==> src/rtl/core/timestamp_ordered_stream_mux_macros.svh <==
// Assertion macros used by the multiplexer datapath (tsmux_dp).
// Each macro samples on the rising edge of clk_i and is disabled in reset.
`ifndef TIMESTAMP_ORDERED_STREAM_MUX_MACROS_SVH
`define TIMESTAMP_ORDERED_STREAM_MUX_MACROS_SVH

// Property that must hold at every sampled edge.
`define TSMUX_ASSERT(lbl, prop, msg) \
  lbl: assert property (@(posedge clk_i) disable iff (!rst_ni) (prop)) else $error(msg);

// Antecedent in this cycle implies the consequent in the next one.
`define TSMUX_ASSERT_NEXT(lbl, ante, cons, msg) \
  lbl: assert property (@(posedge clk_i) disable iff (!rst_ni) (ante) |=> (cons)) \
    else $error(msg);

`endif

==> src/rtl/core/tsmux_pkg.sv <==
// ----------------------------------------------------------------------------
// tsmux_pkg
// Shared types and constants of the timestamp ordered stream multiplexer.
// ----------------------------------------------------------------------------
`timescale 1ns / 1ps

package tsmux_pkg;

  localparam int STREAMS     = 4;
  localparam int QDEPTH      = 16;
  localparam int MAX_RESULTS = 64;
  localparam int SIDX_W      = $clog2(STREAMS);
  localparam int SLOT_W      = $clog2(QDEPTH);
  localparam int CNT_W       = $clog2(QDEPTH + 1);
  localparam int ADDR_W      = SIDX_W + SLOT_W;
  localparam int NCNT_W      = $clog2(MAX_RESULTS + 1);
  localparam int TS_W        = 63;
  localparam int SIZE_W      = 24;
  localparam int MASK_W      = 4;

  typedef enum logic [1:0] {
    ST_EMIT = 2'd0,
    ST_DROP = 2'd1,
    ST_NONE = 2'd2
  } status_e;

  typedef enum logic [0:0] {
    REQ_PACKET = 1'b0,
    REQ_REMOVE = 1'b1
  } req_e;

  typedef enum logic [3:0] {
    S_IDLE,
    S_CHECK,
    S_DROP,
    S_SCAN,
    S_PICK,
    S_UPDATE,
    S_EMIT,
    S_FINISH
  } state_e;

  // One result beat.
  typedef struct packed {
    status_e             status;
    logic [SIDX_W-1:0]   stream;
    logic [TS_W-1:0]     dts;
    logic                pts_valid;
    logic [TS_W-1:0]     pts;
    logic                key;
    logic [SIZE_W-1:0]   size;
    logic                after_header;
    logic                last;
  } res_t;

  // Commands from the controller to the datapath.
  typedef struct packed {
    logic load;
    logic enq;
    logic remove;
    logic scan_step;
    logic read;
    logic pop;
    logic emit;
    logic finish;
    logic drop;
  } cmd_t;

  // Status from the datapath to the controller.
  typedef struct packed {
    logic is_remove;
    logic live;
    logic full;
    logic dts_valid;
    logic scan_unknown;
    logic scan_last;
    logic best_ok;
    logic size_nz;
    logic pend_valid;
    logic out_free;
    logic n_last;
  } stat_t;

endpackage

==> src/rtl/core/tsmux_ctrl.sv <==
// ----------------------------------------------------------------------------
// tsmux_ctrl
// Sequencer: accepts an item and either drops it, or enqueues or removes it and runs the release loop.
// ----------------------------------------------------------------------------
`timescale 1ns / 1ps

module tsmux_ctrl (
  input  logic             clk_i,
  input  logic             rst_ni,
  input  logic             in_valid_i,
  output logic             in_ready_o,
  input  tsmux_pkg::stat_t st_i,
  output tsmux_pkg::cmd_t  cmd_o
);
  import tsmux_pkg::*;

  state_e state_q, state_d;

  // State register.
  always_ff @(posedge clk_i or negedge rst_ni) begin
    if (!rst_ni) begin
      state_q <= S_IDLE;
    end else begin
      state_q <= state_d;
    end
  end

  // Next state.
  always_comb begin
    state_d = state_q;
    case (state_q)
      S_IDLE: begin
        if (in_valid_i) state_d = S_CHECK;
      end
      S_CHECK: begin
        if (st_i.is_remove) begin
          state_d = S_SCAN;
        end else if (!st_i.live || !st_i.dts_valid || st_i.full) begin
          state_d = S_DROP;
        end else begin
          state_d = S_SCAN;
        end
      end
      S_DROP: begin
        if (st_i.out_free) state_d = S_IDLE;
      end
      S_SCAN: begin
        if (st_i.scan_unknown) begin
          state_d = S_FINISH;
        end else if (st_i.scan_last) begin
          state_d = S_PICK;
        end
      end
      S_PICK: begin
        state_d = st_i.best_ok ? S_UPDATE : S_FINISH;
      end
      S_UPDATE: begin
        state_d = st_i.size_nz ? S_EMIT : S_SCAN;
      end
      S_EMIT: begin
        if (!st_i.pend_valid || st_i.out_free) begin
          state_d = st_i.n_last ? S_FINISH : S_SCAN;
        end
      end
      S_FINISH: begin
        if (st_i.out_free) state_d = S_IDLE;
      end
      default: state_d = S_IDLE;
    endcase
  end

  // Outputs.
  always_comb begin
    cmd_o      = '0;
    in_ready_o = 1'b0;
    case (state_q)
      S_IDLE: begin
        in_ready_o = 1'b1;
        cmd_o.load = in_valid_i;
      end
      S_CHECK: begin
        if (st_i.is_remove) begin
          cmd_o.remove = st_i.live;
        end else begin
          cmd_o.enq = st_i.live && st_i.dts_valid && !st_i.full;
        end
      end
      S_DROP:   cmd_o.drop = st_i.out_free;
      S_SCAN:   cmd_o.scan_step = 1'b1;
      S_PICK:   cmd_o.read = 1'b1;
      S_UPDATE: cmd_o.pop = 1'b1;
      S_EMIT:   cmd_o.emit = !st_i.pend_valid || st_i.out_free;
      S_FINISH: cmd_o.finish = st_i.out_free;
      default: ;
    endcase
  end

endmodule

==> config.mk <==
export PLATFORM = sky130hd
export DESIGN_NAME = tsmux_ctrl
export DESIGN_NICKNAME = d
export VERILOG_FILES = /design/src/rtl/core/timestamp_ordered_stream_mux_macros.svh /design/src/rtl/core/tsmux_pkg.sv /design/src/rtl/core/tsmux_ctrl.sv
export SDC_FILE = /design/constraint.sdc
export NUM_CORES = 1
export LEC_CHECK = 0
export BUFFER_PORTS_ARGS = -buffer_cell sky130_fd_sc_hd__buf_4
export CORE_AREA = 2 2 39 41
export DETAILED_ROUTE_END_ITERATION = 8
export DIE_AREA = 0 0 41 43
export GPL_TIMING_DRIVEN = 0
export HOLD_SLACK_MARGIN = 0.12
export SLEW_MARGIN = 20
export SYNTH_ARGS = -nofsm -noshare
export SYNTH_HDL_FRONTEND = slang
export SYNTH_SLANG_ARGS = --single-unit
==> constraint.sdc <==
create_clock -name clk_i -period 1.28 [get_ports clk_i]
set_input_delay 0.192 -clock clk_i [delete_from_list [all_inputs] [get_ports clk_i]]
set_output_delay 0.192 -clock clk_i [all_outputs]
set_load 0.03 [all_outputs]
# After elaboration in Yosys (flattened, before gate mapping)
# Index checks and enable logic that the tools add are counted.
totals:
  register_bits: 4
  wordCells: 46
  inputBits: 14
op_classes:
  n_reduce_logical: 12
  n_eq_ne: 11
  muxes: 22
ops:
  columns: ["operator", "n"]
  rows:
  - ["4-bit case mux with 7 select lines", 1]
  - ["4-bit 2-to-1 mux", 5]
  - ["4-bit by 3-bit == test with 1-bit output (second input constant)", 4]
  - ["1-bit 2-to-1 mux", 12]
  - ["4-bit by 2-bit == test with 1-bit output (second input constant)", 2]
  - ["3-bit 2-to-1 mux", 2]
  - ["4-bit by 1-bit == test with 1-bit output (second input constant)", 1]
  - ["1-bit logical NOT", 4]
  - ["4-bit logical NOT", 1]
  - ["2-bit 2-to-1 mux", 2]
  - ["2-bit != test (second input constant)", 2]
  - ["4-bit AND reduction", 1]
  - ["1-bit logical OR", 3]
  - ["3-bit != test (second input constant)", 1]
  - ["1-bit logical AND", 2]
  - ["2-bit by 1-bit != test with 1-bit output (second input constant)", 1]
  - ["2-bit OR reduction", 1]

# Logic depth before layout (Yosys ltp)
# Gate-level depths: netlist of the first run.
logic_depth:
  depth_word: 6
  ltp_mapped: 5
  ltp_nobuf: 4

# Worst setup path before layout of the first run
# OpenSTA, ideal clock, no wires.
synth_timing:
  path_type: "register to output"
  from: "register state_q[1]"
  to: "output port cmd_o[8] (netlist bit)"
  required_ns: 1.088
  arrival_ns: 1.782
  n_path_buf: 2
  path_stages_with_launch: 5
  setup_slack_ns: -0.694
  path_cell_list: "dfrtp_1 -> buf_2 -> clkbuf_1 -> nor3_1 -> and2_1"
synth_rtl:
  columns: ["item", "line", "rtl"]
  rows:
  - ["start: declaration", "tsmux_ctrl.sv:17", "state_e state_q, state_d;"]
  - ["start signal: assignment", "tsmux_ctrl.sv:24", "state_q <= state_d;"]
  - ["end: declaration", "tsmux_ctrl.sv:13", "output tsmux_pkg::cmd_t cmd_o"]

==> results of run 1 <==
==> power groups by stage <==
stage / Sequential (W) / Combinational (W) / Clock, W
2_1_floorplan: 0.000193 / 0.000906 / 0
3_3_place_gp: 0.000204 / 0.00118 / 0
3_5_place_dp: 0.000205 / 0.00117 / 0
4_1_cts: 0.000203 / 0.00181 / 0.000173
5_1_grt: 0.000213 / 0.00238 / 0.000191
6_report: 0.000209 / 0.00226 / 0.000177
==> cells in the final DEF (no fill, tap or decap), types with 3 or more instances in the layout <==
master	count
buf_4	26
buf_6	18
nor2_4	3
nor2b_1	4
nor3_4	3
clkbuf_4	3
==> how the worst max path moves through the flow <==
stage                           startpoint                endpoint  slack (ns)  depth (start not counted)
floorplan           state_q[1]$_DFFE_PN0P_                cmd_o[8]       -0.16                          4
global placement    state_q[0]$_DFFE_PN0P_  state_q[2]$_DFFE_PN0P_       -0.17                          4
detailed placement  state_q[0]$_DFFE_PN0P_  state_q[2]$_DFFE_PN0P_       -0.18                          4
CTS                 state_q[2]$_DFFE_PN0P_                cmd_o[7]       -0.19                          4
global route        state_q[1]$_DFFE_PN0P_                cmd_o[8]       -0.29                          5
finish              state_q[1]$_DFFE_PN0P_                cmd_o[8]       -0.24                          5
==> cells in the mapped netlist <==
library cell,count
nor2_1,5
nor2b_1,5
nand2_1,4
nor3_1,4
dfrtp_1,3
a2bb2oi_1,2
and4b_1,2
buf_2,2
inv_1,2
o21a_1,2
a21oi_1,1
a22oi_1,1
a32o_1,1
and2_1,1
and2b_4,1
buf_6,1
clkbuf_1,1
mux2i_1,1
nand2b_1,1
nand3b_1,1
nor2b_2,1
nor3_2,1
nor3b_1,1
nor4_1,1
nor4_2,1
o221ai_1,1
o22ai_1,1
or2b_1,1
==> stage by stage <==
step	util, %	hold slack [ns]	power (W)
floorplan	-	-0.1036	0.001099
global placement	45.57	-0.01880	0.001380
detailed placement	45.57	-0.01854	0.001374
CTS	64.65	0.2773	0.002188
global route	74.05	0.2838	0.002787
finish	74.05	0.2799	0.002646
==> logic make-up (layout without fill, tap and decap cells) <==
family / count (synthesis) / in the layout / share of synthesized area [%]
AND/OR/NAND/NOR: 30 / 30 / 50.01
AO/OA/AOI/OAI: 9 / 9 / 18.67
buffers and inverters: 6 / 54 / 8.666
flip-flops: 3 / 3 / 20.00
multiplexers: 1 / 1 / 2.667
==> worst max-delay path, cell delays in order (launching register included) <==
cell and delay (ns):
dfrtp_1 0.38, buf_6 0.14, clkbuf_16 0.15, nor3_4 0.13, and2_4 0.16, buf_6 0.12
==> timing repair <==
action / in CTS / in global routing
hold buffers: 1 / 0
hold endpoints to repair: 3 / 0
pin swaps: 10 / 11
resized for setup: 24 / 17
buffers inserted: 13 / 6
cloned: 1 / 0
setup endpoints to repair: 13 / 13
==> area by class of cell <==
| type | count | area (um2) |
|---|---|---|
| Buffer | 4 | 58.81 |
| Clock buffer | 4 | 26.28 |
| Fill cell | 88 | 359.1 |
| Inverter | 2 | 7.507 |
| Multi-Input combinational cell | 40 | 427.9 |
| Sequential cell | 3 | 76.32 |
| Tap cell | 16 | 20.02 |
| Timing Repair Buffer | 44 | 407.9 |
==> per-layer routing <==
| metal | vias to the layer above | global-route usage, % |
|---|---|---|
| li1 | 275 | - |
| met4 | 0 | 4.000 |
| met3 | 4 | 1.571 |
| met2 | 20 | 36.25 |
| met1 | 272 | 22.65 |
| met5 | - | 0 |
==> results.yml, run 1 <==
synthesis:
  synth_cell_type_count: 28
  yosysWarnings: 0
  synth-seq-cells: 3
  synth_nets: 63
  ys_top_cells_by_area: "dfrtp_1 (20%), nor2b_1 (8.3%), and4b_1 (5.3%), nor3_1 (5.3%), nor2_1 (5.0%)"
  yosysTopAreaCell: "dfrtp_1"
  yosysSeqAreaShare_pct: 20.00
  syn_inst: 49
  syn_area_um2: 375.4
  post-synth-top-area-fraction_pct: 20.00
  avgSynthCellArea_um2: 7.660
clocking:
  cts_max_path_buffers: 2
  clk_pin_slew_worst_paths_ns: 0.04
  tritoncts: "yes"
  numCtsBuffers: 3
  root_buffer: "clkbuf_4"
  cts.sinks: 3
  clock_latency_ns: 0.24
  ctsHtreeMaxLevel: 1
power:
  swShare_pct: 43.70
  power.share.clock_pct: 6.7
  leakage_nw: 0.4698
  p_comb_share_pct: 85.4
  intPower_w: 0.001490
  p_sw_w: 0.001156
  p_seq_share_pct: 7.9
  powerDensity_nw_per_um2: 2582
  vdd_drop_max_v: 0.001386
sta:
  maxSlewViolCount: 0
  fmaxAchievable_mhz: 657.2
  worst_pin_slew_ns: 0.3147
  min_period_over_period_pct: 118.9
  worst_slack_ns: -0.2416
  clock_skew_ns: 0.005199
  layout_min_cycle_time_ns: 1.522
  finalHoldViolCount: 0
  setup_viol: 13
  relSlewSlack_pct: 78.86
  rsz0062_at_grt: "yes"
  tns_ns: -2.220
hold_path:
  hold_path.class: "input pin to async pin"
global_route:
  grt_max_degree: 9
  grt_antenna_before_repair: 0
  grt_pass1_vias: 526
  grt_remaining_overflow: 0
  grt_use_total_pct: 19.62
  grt_pass1_wl_mm: 2.373
route:
  antenna_left: 0
  wl_met1_um: 633
  vias_per_cell: 5.053
  num_vias: 571
  dr_wl_met3_um: 65
  routedWlPerCell_um: 14.82
  dr.pass1.iters: 4
  top_layer_used: "met4"
  wl_mm: 1.675
  post-route-drc-count: 0
  wl_met2_um: 944
  first_iter_violations: 8
critical_path:
  crit_fanout: 5
  worst-setup-path-type: "flop to output pin"
  arrival_ns: 1.33
  reg2reg_depth: 5
  worstReg2RegEnd: "state_q[2]$_DFFE_PN0P_"
  worstReg2RegStart: "state_q[0]$_DFFE_PN0P_"
  crit_path_end_kind: "output pin"
  cp.required_ns: 1.09
  start_kind: "flop"
  worst-r2r-setup-slack_ns: -0.15
cells_and_area:
  regMostFlops: "state_q"
  syn_to_final_growth_pct: 173.0
  stdcell_count: 113
  design_area_um2: 1025
  num-nets-final: 112
  drive_above_1_share_pct: 74.23
  reg_top3: "state_q x3"
  diodes: 0
  largest_reg_flops: 3
die:
  fp.dieH_um: 43
  start_util_pct: 27.12
  die-area_um2: 1763
  core_area_um2: 1384
  ios: 24
  die_w_um: 41
  std_cell_rows: 14
place:
  dp_hpwl_um: 784.2
  gp_congestion: 0.8173
  placedInstanceArea_um2: 630.6
  portBuffers: 23
  placed_cells: 88
  place_ws_ns: -0.1826
run_status:
  status: "complete, but fails checks"
  violations: "setup timing"
run:
  maxCapViolations: 0
No activity file was read; power rests on OpenSTA's default activity.
==> inputs of run 2 (changes only) <==
--- a/config.mk
+++ b/config.mk
@@ -5,12 +5,13 @@
 export SDC_FILE = /design/constraint.sdc
 export NUM_CORES = 1
 export LEC_CHECK = 0
+export ABC_AREA = 1
 export BUFFER_PORTS_ARGS = -buffer_cell sky130_fd_sc_hd__buf_4
-export CORE_AREA = 2 2 39 41
+export CORE_UTILIZATION = 40
 export DETAILED_ROUTE_END_ITERATION = 8
-export DIE_AREA = 0 0 41 43
 export GPL_TIMING_DRIVEN = 0
-export HOLD_SLACK_MARGIN = 0.12
+export HOLD_SLACK_MARGIN = 0.08
+export PLACE_DENSITY = 0.73
 export SLEW_MARGIN = 20
 export SYNTH_ARGS = -nofsm -noshare
 export SYNTH_HDL_FRONTEND = slang
==> run 2 against run 1 <==
The run still ends with setup timing left. Critical path type unchanged. Flip-flop and latch count unchanged. Worst hold slack improved by 0.0061 ns. First-iteration DRC count up 50%.
==> results.yml, run 2 <==
sta:
  maxSlewViolCount: 0
  clock_skew_ns: 0.005010
  layout_min_cycle_time_ns: 1.447
  relSlewSlack_pct: 83.54
  rsz0062_at_grt: "yes"
  tns_ns: -1.326
  setup_viol: 13
  worst_slack_ns: -0.1672
  min_period_over_period_pct: 113.1
  fmaxAchievable_mhz: 691.0
  worst_pin_slew_ns: 0.2466
  finalHoldViolCount: 0
synthesis:
  yosysMostFrequentCell: "nand2_1"
  synth_cell_type_count: 21
  async_reset_ff_share_pct: 100.0
  yosysWarnings: 0
  synth_nets: 88
  synth-edff-count: 0
  synth-seq-cells: 3
  syn_area_um2: 520.5
  synth_commonest_cells: "nand2_1 (14), inv_1 (10), nor2_1 (8)"
  yosysTopAreaCell: "dfrtp_1"
  post-synth-top-area-fraction_pct: 14.42
  syn_inst: 74
  yosysSeqAreaShare_pct: 14.42
  ys_top_cells_by_area: "dfrtp_1 (14%), nand2_1 (10%), nand2_4 (8.7%), inv_1 (7.2%), nand3_4 (6.7%)"
  synth_top_flop_cell: "dfrtp_1"
  avgSynthCellArea_um2: 7.034
clocking:
  cts.sinks: 3
  numCtsBuffers: 3
  clk_pin_slew_worst_paths_ns: 0.04
  tritoncts: "yes"
  clock_latency_ns: 0.24
  cts_max_path_buffers: 2
  root_buffer: "clkbuf_4"
  ctsHtreeMaxLevel: 1
cells_and_area:
  fillCellCount: 86
  regMostFlops: "state_q"
  reg_top3: "state_q x3"
  syn_to_final_growth_pct: 83.65
  final_common_cell: "buf_4"
  final_cell_mix: "buf_4 (27), nand2_1 (14), inv_1 (9)"
  diodes: 0
  multiInputGateArea_um2: 411.6
  stdcell_count: 128
  drive_above_1_share_pct: 58.77
  largest_reg_flops: 3
  design_area_um2: 955.9
  num-nets-final: 129
  ff_latch_area_um2: 75.07
route:
  num_vias: 623
  routedWlPerCell_um: 12.27
  first_iter_violations: 12
  wl_mm: 1.570
  post-route-drc-count: 0
  dr.pass1.iters: 5
  antenna_left: 0
  vias_per_cell: 4.867
global_route:
  grt_pass1_vias: 621
  grt_antenna_before_repair: 0
  grt_remaining_overflow: 0
  grt_max_degree: 10
  grt_use_total_pct: 24.97
  grt_pass1_wl_mm: 2.539
run:
  maxCapViolations: 0
place:
  dp_hpwl_um: 999.7
  portBuffers: 23
  placedInstanceArea_um2: 739.5
  placed_cells: 111
  gp_congestion: 0.7518
critical_path:
  worst-setup-path-type: "flop to output pin"
  crit_path_end_kind: "output pin"
  start_kind: "flop"
  cp.required_ns: 1.09
  arrival_ns: 1.26
  crit_fanout: 7
power:
  leakage_nw: 0.5002
  powerDensity_nw_per_um2: 2329
  design_power_total_w: 0.002226
  vdd_drop_max_v: 0.001290
hold_path:
  hold_path.class: "input pin to async pin"
run_status:
  violations: "setup timing"
  status: "complete, but fails checks"
die:
  die-area_um2: 1449
  start_util_pct: 45.02
  std_cell_rows: 12
  die_w_um: 38.07
  fp.dieH_um: 38.07
  ios: 24
  core_area_um2: 1156
-- run 2: changes by cell type after synthesis, sizes merged, moves of 3 or more --
cell and change:
nor2 +7, nor2b -6, nand2 +19, inv +11, nand3 +8, o21ai +3
-- run 2: cell type report --
type,count,area share (%)
flip-flops and latches,3,7.853
well taps,14,1.832
multi-input cells,55,43.06
clock buffers,4,2.749
plain buffers,3,5.236
inverters,13,6.675
repair buffers,36,32.59
-- run 2: path summary, 6_finish.rpt --
check,from,to,slack (ns),depth (start not counted)
setup / recovery,state_q[2]$_DFFE_PN0P_,cmd_o[7],-0.17,5
hold / removal,rst_ni,state_q[0]$_DFFE_PN0P_,0.29,2
setup reg to reg,state_q[2]$_DFFE_PN0P_,state_q[1]$_DFFE_PN0P_,-0.07,9
hold reg to reg,state_q[1]$_DFFE_PN0P_,state_q[1]$_DFFE_PN0P_,0.71,3
max in group asynchronous,rst_ni,state_q[2]$_DFFE_PN0P_,0.89,2
min in group clk_i,st_i[0],state_q[2]$_DFFE_PN0P_,0.29,5
-- run 2: cells by family (layout without fill, tap and decap cells) --
group / count (synthesis) / after routing / synth area share (%)
AOI/OAI and AO/OA: 4 / 4 / 4.327
buffers and inverters: 16 / 56 / 17.79
DFF: 3 / 3 / 14.42
and+or+nand+nor: 51 / 51 / 63.46
-- run 2: critical path: stages (launching register included) --
cell,delay [ns]
dfrtp_1,0.39
buf_8,0.14
nor2_4,0.13
nand2_4,0.08
nor3_4,0.12
buf_6,0.15
-- run 2: through the flow --
step | util [%] | hold slack, ns | worst slack, ns
6_report | 82.68 | 0.2861 | -0.1672
5_1_grt | 82.68 | 0.3006 | -0.2229
4_1_cts | 81.17 | 0.2869 | -0.1731
3_5_place_dp | 63.96 | -0.01766 | 0.04823
3_3_place_gp | 63.96 | -0.02040 | 0.06041
2_1_floorplan | - | -0.1036 | -0.02057
-- run 2: power by group --
group	switching [W]	internal (W)	total (W)
Combinational	0.00105	0.000829	0.00188
Clock	0.0000571	0.000117	0.000174
Sequential	0.0000321	0.000144	0.000176
Total	0.00114	0.00109	0.00223
-- run 2: timing repair --
action | 4_1_cts | 5_1_grt
setup buffers | 11 | 1
hold endpoints to repair | 3 | 0
setup endpoints to repair | 10 | 13
hold buffers | 1 | 0
pin swaps | 10 | 2
gates resized for setup | 17 | 2
cloned | 0 | 0
-- run 2: per-layer routing --
layer | share of wire, % | vias up | global-route usage [%]
met5 | 0 | - | 0
li1 | - | 309 | -
met1 | 39 | 273 | 27.05
met2 | 55 | 33 | 50.42
met4 | 1.3 | 0 | 7.143
met3 | 4.3 | 8 | 1.163
